`src/design/zip_header_xor_deobfuscator_unit_macros.svh`:
```
// assertion macros for the archive header de-obfuscator
`ifndef ZIP_HEADER_XOR_DEOBFUSCATOR_UNIT_MACROS_SVH
`define ZIP_HEADER_XOR_DEOBFUSCATOR_UNIT_MACROS_SVH

// consequent must hold in the same cycle as the antecedent
`define ZXD_CHECK_NOW(label, clk, rst_n, ante, cons, msg) \
    label: assert property (@(posedge clk) disable iff (!rst_n) (ante) |-> (cons)) \
        else $error(msg);

// consequent must hold in the cycle after the antecedent
`define ZXD_CHECK_NEXT(label, clk, rst_n, ante, cons, msg) \
    label: assert property (@(posedge clk) disable iff (!rst_n) (ante) |=> (cons)) \
        else $error(msg);

`endif

```
`src/design/zxd_pkg.sv`:
```
// shared types and constants of the archive header de-obfuscator
package zxd_pkg;

    localparam logic [31:0] LOCAL_SIG      = 32'h8badf00d;
    localparam logic [31:0] CENTRAL_SIG    = 32'hf00d8bad;
    localparam logic [31:0] REAL_LOCAL     = 32'h04034b50;
    localparam logic [31:0] REAL_CENTRAL   = 32'h02014b50;
    localparam logic [15:0] KEY16          = 16'hc242;
    localparam logic [31:0] KEY32          = 32'h01174750;
    localparam logic [7:0]  NAME_KEY       = 8'hcd;
    localparam logic [5:0]  LOCAL_HDR_END  = 6'h1e;
    localparam logic [5:0]  CENTRAL_HDR_END = 6'h2e;
    localparam logic [5:0]  HDR_START      = 6'h04;

    // one run: the words caused by one input byte
    typedef struct packed {
        logic [3:0][7:0] bytes;
        logic [1:0]      last_idx;
        logic            fin;
        logic            err;
    } run_t;

endpackage

```
`src/design/zxd_queue.sv`:
```
// short run queue between the classifier and the serializer
module zxd_queue #(
    parameter int DEPTH = 4
) (
    input  logic          clk,
    input  logic          rst_n,
    input  logic          push,
    input  zxd_pkg::run_t push_run,
    output logic          full,
    input  logic          pop,
    output logic          empty,
    output zxd_pkg::run_t head_run
);

    localparam int AW = (DEPTH > 1) ? $clog2(DEPTH) : 1;
    localparam int CW = $clog2(DEPTH + 1);

    zxd_pkg::run_t entry_reg [DEPTH];
    logic [AW-1:0] wr_ptr_reg;
    logic [AW-1:0] wr_ptr_next;
    logic [AW-1:0] rd_ptr_reg;
    logic [AW-1:0] rd_ptr_next;
    logic [CW-1:0] count_reg;
    logic [CW-1:0] count_next;
    logic          do_push;
    logic          do_pop;

    assign full     = (count_reg == CW'(DEPTH));
    assign empty    = (count_reg == '0);
    assign do_push  = push && !full;
    assign do_pop   = pop && !empty;
    assign head_run = entry_reg[rd_ptr_reg];

    always_comb
    begin
        wr_ptr_next = wr_ptr_reg;
        rd_ptr_next = rd_ptr_reg;
        count_next  = count_reg;
        if (do_push)
        begin
            wr_ptr_next = (wr_ptr_reg == AW'(DEPTH - 1)) ? '0 : wr_ptr_reg + 1'b1;
        end
        if (do_pop)
        begin
            rd_ptr_next = (rd_ptr_reg == AW'(DEPTH - 1)) ? '0 : rd_ptr_reg + 1'b1;
        end
        if (do_push && !do_pop)
        begin
            count_next = count_reg + 1'b1;
        end
        else if (do_pop && !do_push)
        begin
            count_next = count_reg - 1'b1;
        end
    end

    always_ff @(posedge clk or negedge rst_n)
    begin
        if (!rst_n)
        begin
            wr_ptr_reg <= '0;
            rd_ptr_reg <= '0;
            count_reg  <= '0;
        end
        else
        begin
            wr_ptr_reg <= wr_ptr_next;
            rd_ptr_reg <= rd_ptr_next;
            count_reg  <= count_next;
        end
    end

    always_ff @(posedge clk)
    begin
        if (do_push)
        begin
            entry_reg[wr_ptr_reg] <= push_run;
        end
    end

endmodule

```
`src/design/zxd_front.sv`:
```
// byte classifier: record state tracking, key xor and run building
module zxd_front (
    input  logic          clk,
    input  logic          rst_n,
    input  logic          in_valid,
    output logic          in_stall,
    input  logic [7:0]    in_byte,
    input  logic          in_final,
    input  logic          q_full,
    output logic          push,
    output zxd_pkg::run_t push_run
);

    typedef enum logic [2:0] {
        R_SIG,
        R_HDR,
        R_NAME,
        R_EXTRA,
        R_COMMENT,
        R_DATA
    } region_t;

    typedef struct packed {
        region_t     region;
        logic [31:0] rem;
    } goto_t;

    region_t         region_reg;
    region_t         region_next;
    logic [5:0]      off_reg;
    logic [5:0]      off_next;
    logic [2:0][7:0] hold_reg;
    logic [2:0][7:0] hold_next;
    logic [31:0]     rem_reg;
    logic [31:0]     rem_next;
    logic [15:0]     name_len_reg;
    logic [15:0]     name_len_next;
    logic [15:0]     extra_len_reg;
    logic [15:0]     extra_len_next;
    logic [15:0]     comment_len_reg;
    logic [15:0]     comment_len_next;
    logic [31:0]     data_len_reg;
    logic [31:0]     data_len_next;
    logic            central_reg;
    logic            central_next;
    logic            stopped_reg;
    logic            stopped_next;

    logic            accept;
    logic            has_run;
    zxd_pkg::run_t   run;
    logic [31:0]     sig_word;
    logic [7:0]      dec;
    logic [5:0]      off_inc;
    logic [5:0]      hdr_end;
    logic [31:0]     rem_dec;
    logic [1:0]      dl_sel;
    logic            xr;
    goto_t           g;

    // key byte for a header offset; 32-bit fields use the wide key
    function automatic logic [7:0] key_at(input logic [5:0] off, input logic cen);
        logic       wide;
        logic [1:0] sel;
        wide = 1'b0;
        sel  = off[1:0] - 2'd2;
        if (!cen)
        begin
            wide = (off >= 6'h0e) && (off < 6'h1a);
        end
        else if ((off >= 6'h10) && (off < 6'h1c))
        begin
            // this wide block starts on a four-byte boundary
            wide = 1'b1;
            sel  = off[1:0];
        end
        else
        begin
            wide = (off >= 6'h26) && (off < 6'h2e);
        end
        if (wide)
        begin
            return zxd_pkg::KEY32[sel*8 +: 8];
        end
        return off[0] ? zxd_pkg::KEY16[15:8] : zxd_pkg::KEY16[7:0];
    endfunction

    // first part from start onward with a nonzero length
    function automatic goto_t go_from(input region_t start, input logic [15:0] nl,
                                      input logic [15:0] el, input logic [15:0] cl,
                                      input logic [31:0] dl, input logic cen);
        goto_t r;
        r.region = R_SIG;
        r.rem    = '0;
        if ((start == R_NAME) && (nl != '0))
        begin
            r.region = R_NAME;
            r.rem    = {16'd0, nl};
        end
        else if (((start == R_NAME) || (start == R_EXTRA)) && (el != '0))
        begin
            r.region = R_EXTRA;
            r.rem    = {16'd0, el};
        end
        else if (cen && ((start == R_NAME) || (start == R_EXTRA) || (start == R_COMMENT))
                 && (cl != '0))
        begin
            r.region = R_COMMENT;
            r.rem    = {16'd0, cl};
        end
        else if (!cen && ((start == R_NAME) || (start == R_EXTRA) || (start == R_DATA))
                 && (dl != '0))
        begin
            r.region = R_DATA;
            r.rem    = dl;
        end
        return r;
    endfunction

    assign in_stall = q_full;
    assign accept   = in_valid && !q_full;
    assign push     = accept && has_run;
    assign push_run = run;

    assign sig_word = {in_byte, hold_reg[2], hold_reg[1], hold_reg[0]};
    assign hdr_end  = central_reg ? zxd_pkg::CENTRAL_HDR_END : zxd_pkg::LOCAL_HDR_END;
    assign off_inc  = off_reg + 6'd1;
    assign dec      = in_byte ^ key_at(off_reg, central_reg);
    assign rem_dec  = rem_reg - {31'd0, (rem_reg != '0)};
    // byte lane of the compressed size, whose field starts two bytes into a word
    assign dl_sel   = off_reg[1:0] - 2'd2;
    assign xr       = (region_reg == R_NAME)
                   || (central_reg && ((region_reg == R_EXTRA) || (region_reg == R_COMMENT)));

    always_comb
    begin
        region_next      = region_reg;
        off_next         = off_reg;
        hold_next        = hold_reg;
        rem_next         = rem_reg;
        name_len_next    = name_len_reg;
        extra_len_next   = extra_len_reg;
        comment_len_next = comment_len_reg;
        data_len_next    = data_len_reg;
        central_next     = central_reg;
        stopped_next     = stopped_reg;
        has_run          = 1'b1;
        run              = '0;
        run.fin          = in_final;
        g                = go_from(R_SIG, '0, '0, '0, '0, 1'b0);

        if (stopped_reg)
        begin
            run.bytes[0] = in_byte;
        end
        else
        begin
            case (region_reg)
                R_SIG:
                begin
                    if (off_reg < 6'd3)
                    begin
                        hold_next[off_reg[1:0]] = in_byte;
                        off_next                = off_inc;
                        has_run                 = in_final;
                        // short signature at end of file goes out raw
                        run.bytes               = sig_word;
                        run.bytes[off_reg[1:0]] = in_byte;
                        run.last_idx            = off_reg[1:0];
                    end
                    else
                    begin
                        run.last_idx = 2'd3;
                        if (!central_reg && (sig_word == zxd_pkg::LOCAL_SIG))
                        begin
                            run.bytes   = zxd_pkg::REAL_LOCAL;
                            region_next = R_HDR;
                            off_next    = zxd_pkg::HDR_START;
                        end
                        else if (sig_word == zxd_pkg::CENTRAL_SIG)
                        begin
                            run.bytes    = zxd_pkg::REAL_CENTRAL;
                            central_next = 1'b1;
                            region_next  = R_HDR;
                            off_next     = zxd_pkg::HDR_START;
                        end
                        else
                        begin
                            run.bytes    = sig_word;
                            run.err      = 1'b1;
                            stopped_next = 1'b1;
                        end
                    end
                end
                R_HDR:
                begin
                    run.bytes[0] = dec;
                    // capture length fields from the decoded byte
                    if (!central_reg)
                    begin
                        if ((off_reg >= 6'h12) && (off_reg < 6'h16))
                        begin
                            data_len_next[dl_sel*8 +: 8] = dec;
                        end
                        else if ((off_reg == 6'h1a) || (off_reg == 6'h1b))
                        begin
                            name_len_next[off_reg[0]*8 +: 8] = dec;
                        end
                        else if ((off_reg == 6'h1c) || (off_reg == 6'h1d))
                        begin
                            extra_len_next[off_reg[0]*8 +: 8] = dec;
                        end
                    end
                    else
                    begin
                        if ((off_reg == 6'h1c) || (off_reg == 6'h1d))
                        begin
                            name_len_next[off_reg[0]*8 +: 8] = dec;
                        end
                        else if ((off_reg == 6'h1e) || (off_reg == 6'h1f))
                        begin
                            extra_len_next[off_reg[0]*8 +: 8] = dec;
                        end
                        else if ((off_reg == 6'h20) || (off_reg == 6'h21))
                        begin
                            comment_len_next[off_reg[0]*8 +: 8] = dec;
                        end
                    end
                    if (off_inc >= hdr_end)
                    begin
                        g = go_from(R_NAME, name_len_next, extra_len_next,
                                    comment_len_next, data_len_next, central_reg);
                        region_next = g.region;
                        rem_next    = g.rem;
                        off_next    = '0;
                    end
                    else
                    begin
                        off_next = off_inc;
                    end
                end
                R_NAME, R_EXTRA, R_COMMENT, R_DATA:
                begin
                    run.bytes[0] = xr ? (in_byte ^ zxd_pkg::NAME_KEY) : in_byte;
                    rem_next     = rem_dec;
                    if (rem_dec == '0)
                    begin
                        if (region_reg == R_NAME)
                        begin
                            g = go_from(R_EXTRA, name_len_reg, extra_len_reg,
                                        comment_len_reg, data_len_reg, central_reg);
                        end
                        else if (region_reg == R_EXTRA)
                        begin
                            g = go_from(central_reg ? R_COMMENT : R_DATA, name_len_reg,
                                        extra_len_reg, comment_len_reg, data_len_reg,
                                        central_reg);
                        end
                        region_next = g.region;
                        if (g.region == R_SIG)
                        begin
                            off_next = '0;
                        end
                        else
                        begin
                            rem_next = g.rem;
                        end
                    end
                end
                default:
                begin
                    region_next = R_SIG;
                    off_next    = '0;
                    has_run     = 1'b0;
                end
            endcase
        end

        // end of file: back to reset values for the next file
        if (in_final)
        begin
            region_next      = R_SIG;
            off_next         = '0;
            hold_next        = '0;
            rem_next         = '0;
            name_len_next    = '0;
            extra_len_next   = '0;
            comment_len_next = '0;
            data_len_next    = '0;
            central_next     = 1'b0;
            stopped_next     = 1'b0;
        end
    end

    always_ff @(posedge clk or negedge rst_n)
    begin
        if (!rst_n)
        begin
            region_reg      <= R_SIG;
            off_reg         <= '0;
            hold_reg        <= '0;
            rem_reg         <= '0;
            name_len_reg    <= '0;
            extra_len_reg   <= '0;
            comment_len_reg <= '0;
            data_len_reg    <= '0;
            central_reg     <= 1'b0;
            stopped_reg     <= 1'b0;
        end
        else if (accept)
        begin
            region_reg      <= region_next;
            off_reg         <= off_next;
            hold_reg        <= hold_next;
            rem_reg         <= rem_next;
            name_len_reg    <= name_len_next;
            extra_len_reg   <= extra_len_next;
            comment_len_reg <= comment_len_next;
            data_len_reg    <= data_len_next;
            central_reg     <= central_next;
            stopped_reg     <= stopped_next;
        end
    end

endmodule

```
`src/design/zxd_back.sv`:
```
// run serializer: one output word per cycle while out_stall is low, from the queue head
module zxd_back (
    input  logic          clk,
    input  logic          rst_n,
    input  logic          q_empty,
    input  zxd_pkg::run_t head_run,
    output logic          pop,
    output logic          out_valid,
    input  logic          out_stall,
    output logic [7:0]    out_byte,
    output logic          out_run_end,
    output logic          out_file_end,
    output logic          out_sig_error
);

    logic [1:0] idx_reg;
    logic [1:0] idx_next;
    logic       take;

    assign out_valid     = !q_empty;
    assign out_byte      = head_run.bytes[idx_reg];
    assign out_run_end   = (idx_reg == head_run.last_idx);
    assign out_file_end  = out_run_end && head_run.fin;
    assign out_sig_error = head_run.err;
    assign take          = out_valid && !out_stall;
    assign pop           = take && out_run_end;

    always_comb
    begin
        idx_next = idx_reg;
        if (take)
        begin
            idx_next = out_run_end ? 2'd0 : idx_reg + 2'd1;
        end
    end

    always_ff @(posedge clk or negedge rst_n)
    begin
        if (!rst_n)
        begin
            idx_reg <= '0;
        end
        else
        begin
            idx_reg <= idx_next;
        end
    end

endmodule

```
`src/design/zip_header_xor_deobfuscator_unit.sv`:
```
// with an empty run queue a word is out right after the edge that accepts its byte; behind
//   a signature run it waits while the earlier words drain
// throughput: one byte in per cycle while the queue has room; a four-word signature run is
//   balanced by its three held bytes; QUEUE_DEPTH 5 avoids input stalls unless out_stall holds
// reset: rst_n clears record state, the run queue and the serializer index asynchronously
// a byte with in_final set flushes held bytes and returns the record state to its start
`include "zip_header_xor_deobfuscator_unit_macros.svh"

module zip_header_xor_deobfuscator_unit #(
    parameter int QUEUE_DEPTH = 5
) (
    input  logic       clk,
    input  logic       rst_n,
    // input channel: one raw archive byte per word
    input  logic       in_valid,
    output logic       in_stall,
    input  logic [7:0] in_byte,
    input  logic       in_final,
    // output channel: one restored byte per word
    output logic       out_valid,
    input  logic       out_stall,
    output logic [7:0] out_byte,
    output logic       out_run_end,
    output logic       out_file_end,
    output logic       out_sig_error
);

    // runs travel from the classifier to the serializer through the queue
    zxd_pkg::run_t push_run;
    zxd_pkg::run_t head_run;
    logic          push;
    logic          q_full;
    logic          q_empty;
    logic          pop;

    // front: tracks signature, header and part regions, builds a run per byte
    zxd_front u_front (
        .clk      (clk),
        .rst_n    (rst_n),
        .in_valid (in_valid),
        .in_stall (in_stall),
        .in_byte  (in_byte),
        .in_final (in_final),
        .q_full   (q_full),
        .push     (push),
        .push_run (push_run)
    );

    // short queue so input and output can stall independently
    zxd_queue #(
        .DEPTH (QUEUE_DEPTH)
    ) u_queue (
        .clk      (clk),
        .rst_n    (rst_n),
        .push     (push),
        .push_run (push_run),
        .full     (q_full),
        .pop      (pop),
        .empty    (q_empty),
        .head_run (head_run)
    );

    // back: hands out the words of the head run one per cycle while out_stall is low
    zxd_back u_back (
        .clk           (clk),
        .rst_n         (rst_n),
        .q_empty       (q_empty),
        .head_run      (head_run),
        .pop           (pop),
        .out_valid     (out_valid),
        .out_stall     (out_stall),
        .out_byte      (out_byte),
        .out_run_end   (out_run_end),
        .out_file_end  (out_file_end),
        .out_sig_error (out_sig_error)
    );

    // a run is only written into a queue with room
    `ZXD_CHECK_NOW(a_no_overflow, clk, rst_n, push, !q_full, "run pushed into full queue")

    // a word marked end of file also closes its run
    `ZXD_CHECK_NOW(a_file_end_closes_run, clk, rst_n, out_valid && out_file_end,
                   out_run_end, "file end word is not the end of its run")

    // the rest of a run follows without a gap
    `ZXD_CHECK_NEXT(a_run_continues, clk, rst_n, out_valid && !out_stall && !out_run_end,
                    out_valid, "run broken before its last word")

    // error flag stays on across the words of a flagged run
    `ZXD_CHECK_NEXT(a_err_whole_run, clk, rst_n,
                    out_valid && !out_stall && !out_run_end && out_sig_error,
                    out_sig_error, "signature error flag dropped inside a run")

endmodule
```
`config.mk`:
```
export PLATFORM = sky130hd
export DESIGN_NAME = zip_header_xor_deobfuscator_unit
export DESIGN_NICKNAME = d
export VERILOG_FILES = /design/src/design/zxd_pkg.sv /design/src/design/zxd_queue.sv /design/src/design/zxd_front.sv /design/src/design/zxd_back.sv /design/src/design/zip_header_xor_deobfuscator_unit.sv
export VERILOG_INCLUDE_DIRS = /design/src /design/src/design
export SDC_FILE = /design/constraint.sdc
export NUM_CORES = 1
export LEC_CHECK = 0
export BUFFER_PORTS_ARGS = -buffer_cell sky130_fd_sc_hd__buf_4
export CORE_MARGIN = 10
export CORE_UTILIZATION = 60
export DETAILED_ROUTE_END_ITERATION = 7
export GPL_TIMING_DRIVEN = 1
export PLACE_DENSITY = 0.81
export REMOVE_ABC_BUFFERS = 1
export SYNTH_ARGS = -nofsm -noshare
export SYNTH_HDL_FRONTEND = slang
export SYNTH_SLANG_ARGS = --single-unit
```
`constraint.sdc`:
```
create_clock -name clk -period 14.6 [get_ports clk]
set_input_delay 4.38 -clock clk [delete_from_list [all_inputs] [get_ports clk]]
set_output_delay 4.38 -clock clk [all_outputs]
set_load 0.05 [all_outputs]
```
After elaboration in Yosys (flattened, before gate mapping)
Memory sizes are Yosys's and may differ from the RTL's.
Index checks and enable logic that the tools add are counted.
Storage, ports and cells
  flip-flop bits (word level): 158
  bits in writable memories: 180
  input bits: 13
  output and inout port bits: 13
  logic and storage cells: 279
  memories: 1
Memory list
  u_queue.entry_reg: depth 5, bits a word 36, rd ports 1, clocked after Yosys merged registers in 0, wr ports 1, line zxd_queue.sv:18  | zxd_pkg::run_t entry_reg [DEPTH];
Cells by class
  $add $sub $neg: 10
  order comparisons: 13
  equality and inequality tests: 32
  shifts and indexed selects: 5
  mux-type cells: 132
  bitwise gates (word level): 2
  reduce and logical (&&, ||, !) cells: 68
Operator list (number)
  $mux 35: 16
  $mux 16: 29
  $mux 32: 14
  $mux 24: 6
  $reduce_bool 16->1: 6
  $reduce_bool 32->1: 3
  $bwmux 32: 2
  $eq 32x32->1 const B: 2
  $pmux 32 s2: 1
  $mux 8: 7
  $mux 6: 9
  $bwmux 16: 3
  $eq 6x5->1 const B: 6
  $mux 34: 1
  $neg 4->34: 1
  $neg 5->34: 1
  $shift 8x34->16 const A: 1
  $shift 8x34->32 const A: 1
  $shiftx 8x34->16: 1
  $shiftx 8x34->32: 1
  $mux 3: 11
  $logic_not 32->1: 1
  $shiftx 32x6->8 const A: 1
  $sub 32x1->32: 1
  47 further kinds: 137

Longest topological paths before layout
Gate-level depths: netlist of the first run.
  word-level depth: 25
  mapped depth: 18
  depth with buffers taken out: 15

Cells and area by module
From an unflattened synthesis of the first run, not the netlist that was laid out.
Second synthesis, totals
  cell total of the unflattened synthesis: 1917
  area total of the unflattened synthesis: 19492.4 sq um
By module, submodules not included
  zxd_front: instances 1, cells each 1451, area an instance 11177.0 sq um, sequential area each 3678.5 sq um
  zxd_queue: instances 1, cells each 437, area an instance 7947.6 sq um, sequential area each 5630.4 sq um
  zxd_back: instances 1, cells each 29, area an instance 367.9 sq um, sequential area each 50.0 sq um

Worst setup path before layout of the first run
OpenSTA, ideal clock, no wires.
  kind: input -> register
  from: input in_valid
  to: memory u_queue.entry_reg[4][0] in the netlist's numbering, enable pin
  library setup time: 0.532 ns
  data arrival time: 8.899 ns
  data required time: 14.068 ns
  path slack: 5.169 ns
  stages on the path: 5
  buffers on the path: 2
  path through: and2_1 clkbuf_1 clkbuf_1 o21ai_1 nor4b_1
On the way
  cells in the longest elaborated chain, start to end: 5
RTL lines
  from (decl): line zip_header_xor_deobfuscator_unit.sv:15  | input logic in_valid,
  $logic_and 1x1->1: line zxd_front.sv:121  | assign accept = in_valid && !q_full;
  $logic_and 1x1->1: line zxd_front.sv:122  | assign push = accept && has_run;
  $logic_and 1x1->1: line zxd_queue.sv:30  | assign do_push = push && !full;
  $mux 1: line zxd_queue.sv:75  | if (do_push)
  $mux 1 (implied by the code): line zxd_queue.sv:77  | entry_reg[wr_ptr_reg] <= push_run;
  to (decl): line zxd_queue.sv:18
Every way passes these cells.

Final worst setup path of the first run
  from: register u_queue.rd_ptr_reg[0]
  to: output out_byte[4]
On the way
  cells in the longest elaborated chain, start to end: 3
RTL lines
  from (decl): line zxd_queue.sv:21  | logic [AW-1:0] rd_ptr_reg;
  from (signal assigned): line zxd_queue.sv:68  | rd_ptr_reg <= rd_ptr_next;
  $mem_v2 5x36
  $bmux 8 s2: line zxd_back.sv:21  | assign out_byte = head_run.bytes[idx_reg];
  $mux 8 (implied by the code): line zxd_back.sv:21
  to (decl): line zip_header_xor_deobfuscator_unit.sv:22  | output logic [7:0] out_byte,
Every way passes these cells. The select of a mux whose other input is x is not followed.

==> summary.md, run 1 <==
| Metric | Value |
|---|---|
| XOR/XNOR share of the synthesized area | `0.0182` |
| Core outline area | `30800 µm²` |
| Crit Path Category | `flip-flop to primary output` |
| Cells after Synth | `1784` |
| HPWL Detailed | `46100 µm` |
| Initial DRC Count | `about 2400` |
| Worst stage delay on the critical path | `between 600 and 700 ps` |
| Die Y | `197 µm` |
| Top FF cell, synth | `edfxtp_1` |
| Synth Area in Simple Gates | `0.159` |
| Adder-cell share of the synthesized area | `0.0130` |
| #FFs+latches synth | `338` |
| Synth cell types | `96` |
| CTS max path bufs | `3` |
| Final setup fails | `0` |
| CP required | `10220 ps` |
| WP data arrival | `about 3200 ps` |
| Initial Util | `0.612` |
| CP bufs+invs | `2` |
| Layout cell share with drive strength beyond 1 | `0.138` |
| Initial antenna violation count | `0` |
| Worst-skew pair later-pin latency | `between 500 and 600 ps` |
| Post-layout nets | `about 1800` |
| Setup Skew | `28.5 ps` |
| Final period utilization | `0.518` |
| Hold slack final | `508 ps` |
| Max_cap viols | `0` |
| IO Port Bufs | `25` |
| Sequential element share of the synthesized area | `0.496` |
| GPL Wtd Cong | `around 1.0` |
| Via count | `between 15000 and 20000` |
| Total power divided by cell area | `170 nW/µm²` |
| CTS root buffer | `clkbuf_16` |
| Clk slew on worst S/H paths | `60 ps` |
| Async SR Flop Fraction | `0.467` |
| Via count of the first global-routing pass | `between 15000 and 20000` |
| Global-route wire length before repair | `101000 µm` |
| Gr ovfl total | `0` |
| Worst hold path type | `flip-flop to flip-flop` |
| Mapped Avg Cell Area | `10.6 µm²` |
| Multiplexer area fraction after synthesis | `0.0872` |
| Max reg flops | `between 150 and 200` |
| Max-slew headroom | `0.0738` |
| Worst path top cell family by delay | `multiplexers` |
| Hold Vio Cnt, Final | `0` |
| YS warnings | `0` |
| ANT nets after route | `0` |
| Unrepaired setup endpoints after global routing | `false` |
| DIE AREA | `39000 µm²` |
| CTS tree | `built` |
| CTS sink cnt | `338` |
| Routed WL per cell | `30.8 µm` |
| Fin Setup TNS | `0 ps` |
| DRT Pass-1 Iters | `7` |
| CTS Hold Buffers Added | `0` |
| Gr usage total | `0.345` |
| LEAKAGE | `7.66 nW` |
| Cell Rows | `64` |
| Synth Cell Area | `between 15000 and 20000 µm²` |
| EDFF count, synth | `180` |
| Ports | `26` |
| Least-Margin Pin Slew | `1380 ps` |
| Synth Area in Compound Gates | `0.195` |
| P&R area growth vs syn | `9.14%` |
| Final min period | `7570 ps` |
| DRT Wirelength | `67300 µm` |
| CP startpoint kind | `flip-flop` |
| Worst path cell trace | `buf_4 -> mux4_2 -> mux4_2 -> mux2_2 -> buf_4` |
| CTS buffer count | `37` |
| Slowest cell on the critical path | `mux4_2` |
| Vias per inst | `7.40` |
| Critical Path Fanout Max | `40` |
| Largest net degree at the start of global routing | `68` |
| Die width | `197 µm` |
| Fmax achieved | `0.132 GHz` |
| H-tree depth | `2` |
| CTS resizes | `0` |
| CP endpoint kind | `primary output` |
| Slew Viols, Final | `0` |
| Fillers | `2330` |
| Run status | `completed` |
| Post-CTS setup buffer count | `0` |
| Largest family of logic cells by synthesized area | `compound AO/OA/AOI/OAI gates` |
| Drc violations | `0` |
| IR Drop Worst-Case VDD | `0.146 mV` |
==> layout make-up <==
type                            instances  area (µm²)  area share
Clock buffer                           46        1030      0.0500
Multi-Input combinational cell       1295        8970       0.435
Clock inverter                         22         179     0.00868
Sequential cell                       338        9360       0.454
Inverter                               30         113     0.00546
Timing Repair Buffer                   60         454      0.0220
Tap cell                              396         495      0.0240
Antenna cell                            1        2.50    0.000121
==> cells by family (layout without fill, tap and decap cells) <==
kind of cell    count (synthesis)  in the layout
flops                         338            338
compound gates                537            537
simple gates                  607            607
fa+ha+maj                      19             19
xor+xnor                       35             35
buf+inv                       151            158
other cells                     0              1
mux                            97             97
==> layer usage <==
metal  vias to the layer above  share of wire  track usage
li1                       6813              -            -
met1                      7951           0.38        0.454
met2                      1190           0.46        0.535
met3                       241           0.11       0.0675
met4                         0          0.060        0.179
met5                         -              0            0
==> stage by stage <==
stage | util | area (µm²) | cells | worst slack, ps | power [mW]
global route | 0.668 | 20600 | 2187 | 6890 | 3.63
global placement | 0.629 | 19400 | 2119 | 6930 | 2.52
floorplan | - | 18400 | 1663 | 5370 | 2.13
finish | 0.668 | 20600 | 2188 | 7030 | 3.51
detailed placement | 0.629 | 19400 | 2119 | 6790 | 2.55
CTS | 0.668 | 20600 | 2187 | 6970 | 3.50
==> worst paths after layout <==
path | start | to | slack (ps) | depth (start not counted)
setup / recovery | u_queue.rd_ptr_reg[0] | out_byte[4] | 7030 | 5
hold / removal | u_front.name_len_reg[4] | u_front.name_len_reg[4] | 510 | 2
setup reg to reg | u_front.rem_reg[19] | u_front.off_reg[2] | 8490 | 15
hold reg to reg | u_front.name_len_reg[4] | u_front.name_len_reg[4] | 510 | 2
max in group asynchronous | rst_n | u_front.region_reg[2] | 8960 | 3
min in group asynchronous | rst_n | u_queue.wr_ptr_reg[2] | 3760 | 1
==> Yosys cell counts, types with 14 or more instances <==
| master | number | share of area |
|---|---|---|
| nand3_1 | 38 | 0.010 |
| o21ai_1 | 17 | 0.0045 |
| dfrtp_1 | 158 | 0.21 |
| a21oi_1 | 88 | 0.023 |
| nor3_1 | 49 | 0.013 |
| o211ai_1 | 18 | 0.0072 |
| edfxtp_1 | 180 | 0.29 |
| buf_2 | 16 | 0.0042 |
| inv_1 | 29 | 0.0058 |
| or3_1 | 14 | 0.0046 |
| a211oi_1 | 14 | 0.0056 |
| o21ai_0 | 162 | 0.043 |
| mux2_2 | 20 | 0.012 |
| mux4_2 | 52 | 0.062 |
| a31oi_1 | 22 | 0.0073 |
| a22o_1 | 61 | 0.028 |
| and3_1 | 16 | 0.0053 |
| nor4_1 | 26 | 0.0086 |
| xnor2_1 | 18 | 0.0083 |
| a22oi_1 | 18 | 0.0072 |
| nand2_1 | 201 | 0.040 |
| nor2_1 | 140 | 0.028 |
| ha_1 | 18 | 0.012 |
| clkbuf_1 | 94 | 0.019 |
| mux2i_1 | 25 | 0.013 |
| and2_1 | 20 | 0.0066 |
| nand4_1 | 16 | 0.0053 |
==> cells in the final DEF, fill, tap and decap left out, types with 18 or more instances in the layout <==
cell type,count
a21oi_1,88
a22o_1,61
a22oi_1,18
a31oi_1,22
and2_1,20
buf_4,59
clkbuf_16,38
dfrtp_1,156
edfxtp_1,180
ha_1,18
inv_1,29
mux2_2,20
mux2i_1,25
mux4_2,52
nand2_1,201
nand3_1,38
nor2_1,138
nor3_1,48
nor4_1,24
o211ai_1,18
o21ai_0,161
==> tightest hold or removal path: stages, from the launching register on <==
cell	delay (ps)
dfrtp_1	350
nand2_1	50
o21ai_0	70
==> report_power, final <==
| group | leakage (nW) | switching (mW) | internal (mW) |
|---|---|---|---|
| clock network | 0.583 | 0.408 | 0.526 |
| registers | 3.84 | 0.103 | 1.23 |
| logic | 3.23 | 0.818 | 0.433 |
| total | 7.66 | 1.33 | 2.18 |
No activity file was read; power rests on OpenSTA's default activity.
==> run 2: changes to the inputs <==
==> constraint.sdc (replaced) <==
create_clock -name clk -period 7.93 [get_ports clk]
set_input_delay 2.379 -clock clk [delete_from_list [all_inputs] [get_ports clk]]
set_output_delay 2.379 -clock clk [all_outputs]
set_load 0.05 [all_outputs]
==> run 2 against run 1 <==
  * The run now ends with DRC left
  * Routed wire length shrank 6.4%
  * Critical path depth grew 10
  * Largest cell class unchanged
  * Register-to-register slack worse by 6500 ps
  * Critical path type is now flip-flop to flip-flop
  * Clock power increased by 78%
  * Setup slack got worse by 5100 ps
  * Power up 81%
  * Global-route usage down 2.4 points
  * Non-clock buffer count fell by 2
  * Die area did not move
  * Final cell count shrank 0.32%
  * Core utilization shrank 0.26 points
  * Flip-flop and latch count unchanged
  * Critical endpoint is now u_front.off_reg[3]
==> summary.md, run 2 (synthesized netlist as in run 1, its figures left out) <==
| Metric | Value |
|---|---|
| CP required | `8370 ps` |
| H-tree depth | `2` |
| DIE AREA | `39000 µm²` |
| Footprint of the multi-input gates | `~9000 µm²` |
| Critical R2R Launch | `u_front.rem_reg[20]` |
| Fmax achieved | `0.168 GHz` |
| Largest net degree at the start of global routing | `106` |
| Post-layout nets | `1790` |
| Reg-to-reg endpoint | `u_front.off_reg[3]` |
| Least-Margin Pin Slew | `1180 ps` |
| Final period utilization | `0.752` |
| Crit Path Category | `flip-flop to flip-flop` |
| P&R area growth vs syn | `8.71%` |
| Worst Setup EP | `u_front.off_reg[3]` |
| Critical Path Fanout Max | `11` |
| Via count | `16200` |
| Total power divided by cell area | `between 300 and 400 nW/µm²` |
| Clk slew on worst S/H paths | `~70 ps` |
| Hold path start | `u_queue.count_reg[2]` |
| Core outline area | `about 31000 µm²` |
| WP data arrival | `6400 ps` |
| Gr ovfl total | `0` |
| Worst hold path type | `flip-flop to flip-flop` |
| Fin Setup TNS | `0 ps` |
| Final Cell Area | `approximately 21000 µm²` |
| Register Area | `9360 µm²` |
| Final min period | `approximately 6000 ps` |
| Max_cap viols | `0` |
| ANT nets after route | `0` |
| CTS resizes | `0` |
| Worst Reg-to-Reg Cells | `15` |
| Most frequent cells in the layout | `nand2_1, edfxtp_1, o21ai_0, dfrtp_1, nor2_1` |
| Max reg flops | `180` |
| DRT Wirelength | `63000 µm` |
| Unrepaired setup endpoints after global routing | `false` |
| Layout cell share with drive strength beyond 1 | `0.132` |
| Final setup fails | `0` |
| Die Y | `197 µm` |
| Fillers | `2330` |
| Via count of the first global-routing pass | `15300` |
| DRT Pass-1 Iters | `8` |
| Global-route wire length before repair | `approximately 96000 µm` |
| CTS max path bufs | `3` |
| Placed cell area | `between 15000 and 20000 µm²` |
| Worst-skew pair later-pin latency | `550 ps` |
| Worst path cell trace | `or4_1 -> nor3_1 -> nand4_1 -> or4_1 -> ha_1 -> ha_1 -> nor3b_1 -> nand3_1 -> nor4_1 -> xor2_1 -> nor4bb_1 -> a21oi_1 -> o31ai_1 -> o21ai_0 -> o2bb2ai_1` |
| LEAKAGE | `7.62 nW` |
| CTS root buffer | `clkbuf_16` |
| R2r setup slk | `around 2000 ps` |
| Slew Viols, Final | `0` |
| CTS tree | `built` |
| GPL Wtd Cong | `around 1.1` |
| HPWL Detailed | `42600 µm` |
| IO Port Bufs | `25` |
| CTS Hold Buffers Added | `0` |
| Post-CTS setup buffer count | `0` |
| Ports | `26` |
| CP startpoint kind | `flip-flop` |
| CTS sink cnt | `338` |
| Hold Vio Cnt, Final | `0` |
| Drc violations | `5` |
| CTS buffer count | `35` |
| Most common cell after layout, fill and taps aside | `nand2_1` |
| IR Drop Worst-Case VDD | `0.244 mV` |
| Failing checks | `DRC` |
| Initial DRC Count | `2487` |
| CP endpoint kind | `flip-flop` |
| Initial Util | `0.612` |
| Setup Skew | `approximately 33 ps` |
| Die width | `197 µm` |
| # diodes | `0` |
| Vias per inst | `7.43` |
| Critical Path Start | `u_front.rem_reg[20]` |
| Worst stage delay on the critical path | `approximately 1000 ps` |
| Cell Rows | `64` |
| Routed WL per cell | `28.9 µm` |
| Max-slew headroom | `0.212` |
| Run status | `complete, but fails checks` |
| Slowest cell on the critical path | `o31ai_1` |
| Initial antenna violation count | `0` |
| Gr usage total | `0.321` |
==> run 2: cell types whose count changed in the layout (fill, tap and decap cells not counted), moves of 2 or more <==
cell,previous run,this run
clkbuf_1,3,10
clkinv_4,2,0
clkbuf_16,38,35
clkinv_2,6,3
clkinv_1,5,3
buf_4,59,57
clkinvlp_4,5,1
==> run 2: area by class of cell <==
cell class              instances  share of cell area
clock inverters                13             0.00738
clock buffers                  51              0.0485
inverters                      30             0.00549
flip-flops and latches        338               0.456
repair buffers                 58              0.0214
multi-input cells            1295               0.437
well taps                     396              0.0241
==> run 2: worst max-delay path: cells and delay by family (launching register included) <==
kind | cells | cell delay (ps)
AOI/OAI and AO/OA | 4 | 1810
adders and majority gates | 2 | 470
xor gates and xnor gates | 1 | 170
and+or+nand+nor | 8 | 3000
DFF | 1 | 410
==> run 2: power breakdown <==
group | internal (mW) | switching [mW]
clock | 0.951 | 0.708
combinational | 0.793 | 1.48
sequential | 2.26 | 0.184
==> run 2: worst min path at each step <==
stage | cells after the start | slack [ps] | to
2_1_floorplan | 2 | 460 | u_front.name_len_reg[0]
3_3_place_gp | 1 | 480 | u_queue.count_reg[2]
3_5_place_dp | 1 | 490 | u_queue.count_reg[2]
4_1_cts | 1 | 500 | u_queue.count_reg[2]
5_1_grt | 1 | 540 | u_queue.count_reg[2]
6_report | 1 | 490 | u_queue.count_reg[2]
==> run 2: stage by stage <==
stage	power (mW)	setup slack, ps	utilization	std cells	hold WS (ps)
2_1_floorplan	3.92	698	-	1663	463
3_3_place_gp	4.59	2210	0.629	2117	481
3_5_place_dp	4.67	2110	0.629	2117	486
4_1_cts	6.34	2100	0.666	2181	497
5_1_grt	6.60	1610	0.666	2181	545
6_report	6.37	1970	0.666	2181	491
==> run 2: per-layer routing <==
layer,up-vias,track usage,part of all wire,wire (µm)
li1,6797,-,-,-
met1,7812,0.426,0.38,23800
met2,1266,0.487,0.44,27800
met3,331,0.0675,0.12,7310
met4,0,0.172,0.064,4030
met5,-,0,0,0
